`src/ols_pkg.sv`:
```
`timescale 1ns / 1ps
// ----------------------------------------------------------------------------
// ols_pkg
// Shared types, widths and helpers for the ordered list store.
// ----------------------------------------------------------------------------
package ols_pkg;

    localparam int CAPACITY = 16;
    localparam int VAL_W    = 32;
    localparam int POS_W    = 5;
    localparam int PTR_W    = $clog2(CAPACITY);
    localparam int CNT_W    = $clog2(CAPACITY + 1);
    localparam int SUM_W    = CNT_W + 1;
    localparam int CMP_W    = (CNT_W > POS_W) ? CNT_W : POS_W;

    typedef enum logic [1:0] {
        MODE_INS_FRONT = 2'd0,
        MODE_INS_END   = 2'd1,
        MODE_DELETE    = 2'd2,
        MODE_DUMP      = 2'd3
    } t_mode;

    typedef enum logic [1:0] {
        ST_OK      = 2'd0,
        ST_EMPTY   = 2'd1,
        ST_INVALID = 2'd2,
        ST_FULL    = 2'd3
    } t_status;

    typedef enum logic [2:0] {
        S_IDLE = 3'b001,
        S_DEL  = 3'b010,
        S_DUMP = 3'b100
    } t_state;

    typedef struct packed {
        t_mode              mode;
        logic signed [31:0] value;
        logic [4:0]         position;
    } t_in;

    typedef struct packed {
        t_status            status;
        logic               item_valid;
        logic signed [31:0] item_value;
        logic               last;
    } t_out;

    // head + logical index folded back into the ring
    function automatic logic [PTR_W-1:0] f_wrap(input logic [SUM_W-1:0] s);
        logic [SUM_W-1:0] t;
        t = s;
        if (s >= SUM_W'(CAPACITY)) begin
            t = s - SUM_W'(CAPACITY);
        end
        return t[PTR_W-1:0];
    endfunction

endpackage

```
`src/ordered_list_store_unit.sv`:
```
`timescale 1ns / 1ps
// ----------------------------------------------------------------------------
// ordered_list_store_unit
// Bounded ordered list kept in a ring buffer with a head pointer.
// ----------------------------------------------------------------------------
// Insert, rejected ops and empty dump: result valid the cycle after accept.
// Delete at position p below count: count-p read/move steps, a closing write and a finish
// step that waits for a free output; when p is the last entry only the finish step runs.
// Dump: count beats, one per cycle when not stalled; the head entry is read at accept.
// One item at a time; reset clears count, head and control, no clearing pass.
module ordered_list_store_unit (
    input  logic            i_clk,
    input  logic            i_rst_n,
    input  logic            i_in_valid,
    output logic            o_in_stall,
    input  ols_pkg::t_in    i_in,
    output logic            o_out_valid,
    input  logic            i_out_stall,
    output ols_pkg::t_out   o_out
);

    logic [ols_pkg::VAL_W-1:0] r_mem [ols_pkg::CAPACITY];
    logic [ols_pkg::VAL_W-1:0] r_rd_data;

    ols_pkg::t_state             r_state, n_state;
    logic [ols_pkg::PTR_W-1:0]   r_head, n_head;
    logic [ols_pkg::CNT_W-1:0]   r_count, n_count;
    logic [ols_pkg::PTR_W-1:0]   r_idx, n_idx;
    logic                        r_wr_pend, n_wr_pend;
    logic [ols_pkg::PTR_W-1:0]   r_wr_idx, n_wr_idx;
    ols_pkg::t_out               r_out, n_out;
    logic                        r_out_valid, n_out_valid;

    logic                        out_free;
    logic                        in_take;
    logic [ols_pkg::CNT_W-1:0]   idx_nxt;
    logic [ols_pkg::PTR_W-1:0]   head_dec;
    logic                        we;
    logic [ols_pkg::PTR_W-1:0]   waddr;
    logic [ols_pkg::VAL_W-1:0]   wdata;
    logic                        re;
    logic [ols_pkg::PTR_W-1:0]   raddr;

    assign out_free    = !r_out_valid || !i_out_stall;
    assign o_in_stall  = !((r_state == ols_pkg::S_IDLE) && out_free);
    assign in_take     = i_in_valid && !o_in_stall;
    assign idx_nxt     = ols_pkg::CNT_W'(r_idx) + ols_pkg::CNT_W'(1);
    assign head_dec    = (r_head == '0) ? ols_pkg::PTR_W'(ols_pkg::CAPACITY - 1)
                                        : r_head - ols_pkg::PTR_W'(1);
    assign o_out_valid = r_out_valid;
    assign o_out       = r_out;

    always_comb begin
        n_state     = r_state;
        n_head      = r_head;
        n_count     = r_count;
        n_idx       = r_idx;
        n_wr_pend   = r_wr_pend;
        n_wr_idx    = r_wr_idx;
        n_out       = r_out;
        n_out_valid = r_out_valid && i_out_stall;
        we          = 1'b0;
        waddr       = ols_pkg::f_wrap(ols_pkg::SUM_W'(r_head) + ols_pkg::SUM_W'(r_wr_idx));
        wdata       = r_rd_data;
        re          = 1'b0;
        raddr       = ols_pkg::f_wrap(ols_pkg::SUM_W'(r_head) + ols_pkg::SUM_W'(idx_nxt));

        unique case (r_state)
            ols_pkg::S_IDLE: begin
                if (in_take) begin
                    n_out_valid       = 1'b1;
                    n_out.status      = ols_pkg::ST_OK;
                    n_out.item_valid  = 1'b0;
                    n_out.item_value  = '0;
                    n_out.last        = 1'b1;
                    unique case (i_in.mode) inside
                        ols_pkg::MODE_INS_FRONT, ols_pkg::MODE_INS_END: begin
                            if (r_count == ols_pkg::CNT_W'(ols_pkg::CAPACITY)) begin
                                n_out.status = ols_pkg::ST_FULL;
                            end else begin
                                we      = 1'b1;
                                wdata   = i_in.value;
                                n_count = r_count + ols_pkg::CNT_W'(1);
                                if (i_in.mode == ols_pkg::MODE_INS_FRONT) begin
                                    waddr  = head_dec;
                                    n_head = head_dec;
                                end else begin
                                    waddr = ols_pkg::f_wrap(ols_pkg::SUM_W'(r_head)
                                                            + ols_pkg::SUM_W'(r_count));
                                end
                            end
                        end
                        ols_pkg::MODE_DELETE: begin
                            if (r_count == '0) begin
                                n_out.status = ols_pkg::ST_EMPTY;
                            end else if (i_in.position == '0 ||
                                         ols_pkg::CMP_W'(i_in.position) >
                                         ols_pkg::CMP_W'(r_count)) begin
                                n_out.status = ols_pkg::ST_INVALID;
                            end else begin
                                // result comes when the gap is closed
                                n_out_valid = 1'b0;
                                n_idx       = ols_pkg::PTR_W'(i_in.position - 5'd1);
                                n_wr_pend   = 1'b0;
                                n_state     = ols_pkg::S_DEL;
                            end
                        end
                        ols_pkg::MODE_DUMP: begin
                            if (r_count == '0) begin
                                n_out.status = ols_pkg::ST_EMPTY;
                            end else begin
                                n_out_valid = 1'b0;
                                re          = 1'b1;
                                raddr       = r_head;
                                n_idx       = '0;
                                n_state     = ols_pkg::S_DUMP;
                            end
                        end
                        default: begin
                            n_out.status = ols_pkg::ST_INVALID;
                        end
                    endcase
                end
            end

            ols_pkg::S_DEL: begin
                // read entry i+1 this cycle, write it to slot i the next
                if (r_wr_pend) begin
                    we        = 1'b1;
                    n_wr_pend = 1'b0;
                end
                if (idx_nxt < r_count) begin
                    re        = 1'b1;
                    n_wr_pend = 1'b1;
                    n_wr_idx  = r_idx;
                    n_idx     = idx_nxt[ols_pkg::PTR_W-1:0];
                end else if (!r_wr_pend && out_free) begin
                    n_count          = r_count - ols_pkg::CNT_W'(1);
                    n_out_valid      = 1'b1;
                    n_out.status     = ols_pkg::ST_OK;
                    n_out.item_valid = 1'b0;
                    n_out.item_value = '0;
                    n_out.last       = 1'b1;
                    n_state          = ols_pkg::S_IDLE;
                end
            end

            ols_pkg::S_DUMP: begin
                if (out_free) begin
                    n_out_valid      = 1'b1;
                    n_out.status     = ols_pkg::ST_OK;
                    n_out.item_valid = 1'b1;
                    n_out.item_value = r_rd_data;
                    n_out.last       = (idx_nxt == r_count);
                    if (idx_nxt == r_count) begin
                        n_state = ols_pkg::S_IDLE;
                    end else begin
                        re    = 1'b1;
                        n_idx = idx_nxt[ols_pkg::PTR_W-1:0];
                    end
                end
            end

            default: begin
                n_state = ols_pkg::S_IDLE;
            end
        endcase
    end

    always_ff @(posedge i_clk) begin
        if (!i_rst_n) begin
            r_state     <= ols_pkg::S_IDLE;
            r_head      <= '0;
            r_count     <= '0;
            r_idx       <= '0;
            r_wr_pend   <= 1'b0;
            r_wr_idx    <= '0;
            r_out_valid <= 1'b0;
        end else begin
            r_state     <= n_state;
            r_head      <= n_head;
            r_count     <= n_count;
            r_idx       <= n_idx;
            r_wr_pend   <= n_wr_pend;
            r_wr_idx    <= n_wr_idx;
            r_out_valid <= n_out_valid;
        end
    end

    always_ff @(posedge i_clk) begin
        r_out <= n_out;
    end

    // ring storage: one write and one registered read per cycle
    always_ff @(posedge i_clk) begin
        if (we) begin
            r_mem[waddr] <= wdata;
        end
        if (re) begin
            r_rd_data <= r_mem[raddr];
        end
    end

endmodule

```
`config.mk`:
```
export PLATFORM = sky130hd
export DESIGN_NAME = ordered_list_store_unit
export DESIGN_NICKNAME = d
export VERILOG_FILES = /design/src/ols_pkg.sv /design/src/ordered_list_store_unit.sv
export SDC_FILE = /design/constraint.sdc
export NUM_CORES = 1
export LEC_CHECK = 0
export BUFFER_PORTS_ARGS = -buffer_cell sky130_fd_sc_hd__buf_4
export CAP_MARGIN = 20
export CORE_MARGIN = 1
export CORE_UTILIZATION = 60
export DETAILED_ROUTE_END_ITERATION = 12
export PLACE_DENSITY_LB_ADDON = 0.2
export SYNTH_ARGS = -nofsm -noshare
export SYNTH_HDL_FRONTEND = slang
export SYNTH_SLANG_ARGS = --single-unit
```
`constraint.sdc`:
```
create_clock -name i_clk -period 10.22 [get_ports i_clk]
set_input_delay 1.533 -clock i_clk [delete_from_list [all_inputs] [get_ports i_clk]]
set_output_delay 1.533 -clock i_clk [all_outputs]
set_load 0.03 [all_outputs]
```
==> flow_summary_export.csv <==
group,metric,value,unit
floorplan,initial_utilization,61.0,%
worst_setup_path,crit_arrival,5040,ps
timing,finalSetupViolations,0,
cts,cts_sinks,602,
logic_synthesis,synth_warnings,0,
cells_and_area,final_nets,1792,
hold_path,min_path_type,"reg2reg",
cts,path_clk_slew,60,ps
cts,cts_tree,"done",
timing,finalSetupTns,0,ps
place,placed_cells,2191,
worst_setup_path,cpMostUsedCell,"buf_4",
floorplan,dieArea,42400,um^2
route,drtAntennaViolNets,0,
global_route,grt-busiest-layer,"met2",
floorplan,row_count,74,
floorplan,fp.dieH,206,um
worst_setup_path,path_max_fanout,65,
worst_setup_path,endpoint,"r_rd_data[4]",
place,routabilityCongestion,0.874,
global_route,grt_pass1_wl,85.6,mm
floorplan,coreArea,40900,um^2
global_route,use_met3,4.13,%
timing,final_hold_viol_count,0,
route,routed_via_density,6.22,
power,power_density,271,nW/um^2
place,io_buffers,80,
cells_and_area,final_cells,2297,
logic_synthesis,netlist_area,25000,um^2
cts,htree_levels,2,
global_route,grt_overflow,0,
worst_setup_path,worst-path-buf-inv,3,
worst_setup_path,worst_r2r_path_depth,9,
timing,fmax,0.213,GHz
power,seqPwrFrac,40.4,%
route,drt_iter0_drc,1602,
cells_and_area,drive_above_1_share,18.5,%
timing,finalCriticalPeriod,4700,ps
route,routedWlPerCell,24.7,um
power,leakagePower,0.00937,uW
power,pwr-share-clk,27.7,%
global_route,met1_usage,39.0,%
route,firstDrtPassIters,5,
logic_synthesis,synth_edf_count,580,
route,routed_wl,56.8,mm
cts,holdBufCountCts,0,
timing,tightest_slew,1010,ps
cts,insertion_delay,610,ps
worst_setup_path,crit_path_cell_trace,"buf_4 -> and2_1 -> o2111ai_4 -> mux2i_4 -> buf_4 -> buf_4 -> and2_0 -> nand3_1 -> nand3_1 -> o21ai_1",
floorplan,dieWidth,206,um
logic_synthesis,synth-simple-area-share,8.32,%
timing,rsz0062_at_grt,"false",
cts,clockRootBuffer,"clkbuf_16",
cts,cts_max_path_buffers,3,
worst_setup_path,rrSetupSlack,5570,ps
logic_synthesis,synth_fa_ha_area_share,1.62,%
global_route,grt_max_degree,71,
power,p_int,5020,uW
global_route,antenna_found_initial,0,
timing,maxSlewHeadroom,32.5,%
worst_setup_path,cp-start-kind,"input pin",
cells_and_area,seq_area,17900,um^2
logic_synthesis,muxShareOfSynthArea,8.08,%
timing,fin_crit_sh,46.0,%
cells_and_area,area_delta_synth_final,11.6,%
worst_setup_path,slowest_delay,890,ps
cts,postCtsSetupBuffers,0,
logic_synthesis,ys_ff_latch,602,
cts,cts_made_buffers,58,
floorplan,ios,81,
logic_synthesis,syn_inst,1634,
global_route,use_met2,44.6,%
logic_synthesis,syn_area_per_cell,15.3,um^2
worst_setup_path,path_delay_family,"buffers and inverters",
cells_and_area,diodes,0,
timing,skew,12.9,ps
worst_setup_path,r2r_start,"r_count[0]",
worst_setup_path,cp.required,10560,ps
logic_synthesis,synth_compound_area_share,6.69,%
logic_synthesis,async_flop_share,0,%
logic_synthesis,synth.distinct_cells,73,
worst_setup_path,cp_slowest_cell,"buf_4",
route,vias,14300,
logic_synthesis,synth_top_flop_cell,"edfxtp_1",
cts,cts_resized,0,
worst_setup_path,startpoint,"i_in[38]",
cells_and_area,multi_input_area,6500,um^2
place,dpl.hpwl,32.2,mm
power,power.switching,2520,uW
worst_setup_path,cp_num_cells,10,
logic_synthesis,synth_xor_xnor_area_share,0.661,%
timing,fin_ws,5520,ps
route,drc,0,
place,dpl_worst_slack,4890,ps
global_route,gr-usage-all-layers,27.5,%
worst_setup_path,worstSetupPathType,"in2reg",
status,status,"finished clean",
worst_setup_path,cp-end-kind,"flop",
flow_run,maxCapViolations,0,
global_route,grt_pass1_vias,14000,
logic_synthesis,synth_top_family_by_area,"simple AND/OR/NAND/NOR gates",
cells_and_area,nFillCells,2751,
logic_synthesis,seq_area_frac_synth,71.5,%
worst_setup_path,reg2reg_to,"r_rd_data[4]",
power,switching_share,33.5,%
power,p_comb_share,31.9,%
timing,drv_slew,0,
logic_synthesis,syn-num-nets,1707,
power,irDropWorstVdd,0.253,mV
timing,worst_hold_slack,486,ps
## per-layer routing
layer / up-vias / share of wire, % / routed length, um
met5: - / 0 / 0
met4: 0 / 1.8 / 1010
met3: 73 / 7.8 / 4400
met2: 645 / 48 / 27400
met1: 7147 / 42 / 23900
li1: 6433 / - / -
## how the worst min path moves through the flow
stage	from	end	slack, ps	depth (start not counted)
finish	r_wr_idx[0]	r_wr_idx[0]	490	2
global route	r_wr_idx[0]	r_wr_idx[0]	520	2
CTS	r_wr_idx[0]	r_wr_idx[0]	480	2
detailed placement	r_wr_idx[0]	r_wr_idx[0]	470	2
global placement	r_wr_idx[0]	r_wr_idx[0]	470	2
floorplan	r_wr_idx[0]	r_wr_idx[0]	450	2
## worst register-to-register path, cell delays in order, from the launching register on
cell and delay, ps:
dfxtp_1 410, or4_4 630, o2111ai_4 560, mux2i_4 360
buf_4 610, buf_4 940, and2_0 540, nand3_1 140
nand3_1 120, o21ai_1 70
## power by group through the flow
stage	Sequential [uW]	Combinational, uW	Clock (uW)
2_1_floorplan	3170	1740	0
3_3_place_gp	3090	2320	0
3_5_place_dp	3100	2380	0
4_1_cts	3050	2400	2110
5_1_grt	3060	2580	2210
6_report	3050	2410	2090
## cells by family (layout without fill, tap and decap cells)
logic type               count (synthesis)  in the layout
flip-flops                             602            602
AND/OR/NAND/NOR                        460            460
AO/OA/AOI/OAI                          229            229
multiplexers                           186            186
buffers and inverters                  109            240
adder cells (fa/ha/maj)                 30             30
XOR/XNOR                                18             18
## synthesized netlist by cell type (26+ instances only)
library cell / n / area, um^2
nand2_1: 253 / 950
a32oi_1: 37 / 324
a21oi_1: 39 / 195
mux2_2: 85 / 957
clkbuf_1: 32 / 120
nand3_1: 95 / 475
mux2i_1: 95 / 951
a31oi_1: 27 / 169
and2_1: 36 / 225
ha_1: 26 / 325
edfxtp_1: 580 / 17400
o22ai_1: 32 / 200
nor2_1: 31 / 116
## state kept, by name (all words and copies together), names as in the netlist
name / cells
o_out: 36
o_out_valid: 1
r_count: 5
r_head: 4
r_idx: 4
r_mem: 512
r_rd_data: 32
r_state: 3
r_wr_idx: 4
r_wr_pend: 1
## through the flow
step / power (uW) / util (%) / cell area, um^2
after floorplan: 4910 / - / 25000
after CTS: 7550 / 68.1 / 27900
after global routing: 7840 / 68.1 / 27900
after detailed placement: 5480 / 63.6 / 26000
final: 7540 / 68.1 / 27900
after global placement: 5420 / 63.3 / 25900
## layout make-up
cell class / instances / area share (%)
multi-input combinational: 923 / 23.3
inverter: 22 / 0.296
tap: 532 / 2.39
clock inverter: 40 / 1.28
clock buffer: 66 / 5.32
sequential: 602 / 64.1
timing repair buffer: 112 / 3.28
## placed cells by master, fill, tap and decap left out, types with 6 or more instances in the layout
cell,synthesis,layout
a32oi_1,37,37
o21ai_0,11,11
xor2_1,7,7
xnor2_1,10,10
mux2_2,85,85
clkbuf_16,0,58
edfxtp_1,580,580
nand2_1,253,253
nand4_1,6,6
nand3_1,95,94
a221o_1,25,25
mux2i_1,95,95
buf_4,8,106
o21a_1,6,6
clkinv_2,0,13
nor2_1,31,15
nor3_1,6,6
ha_1,26,26
a21oi_1,39,38
bufinv_16,0,6
nor2b_1,9,9
dfxtp_1,22,22
inv_1,20,20
clkbuf_1,32,8
a21o_1,10,10
a21boi_0,7,7
o21ai_1,6,6
and2_1,36,36
a31oi_1,27,27
clkinv_1,0,15
o22ai_1,32,32
nor2_4,1,19
Power figures use the tool's default switching activity.
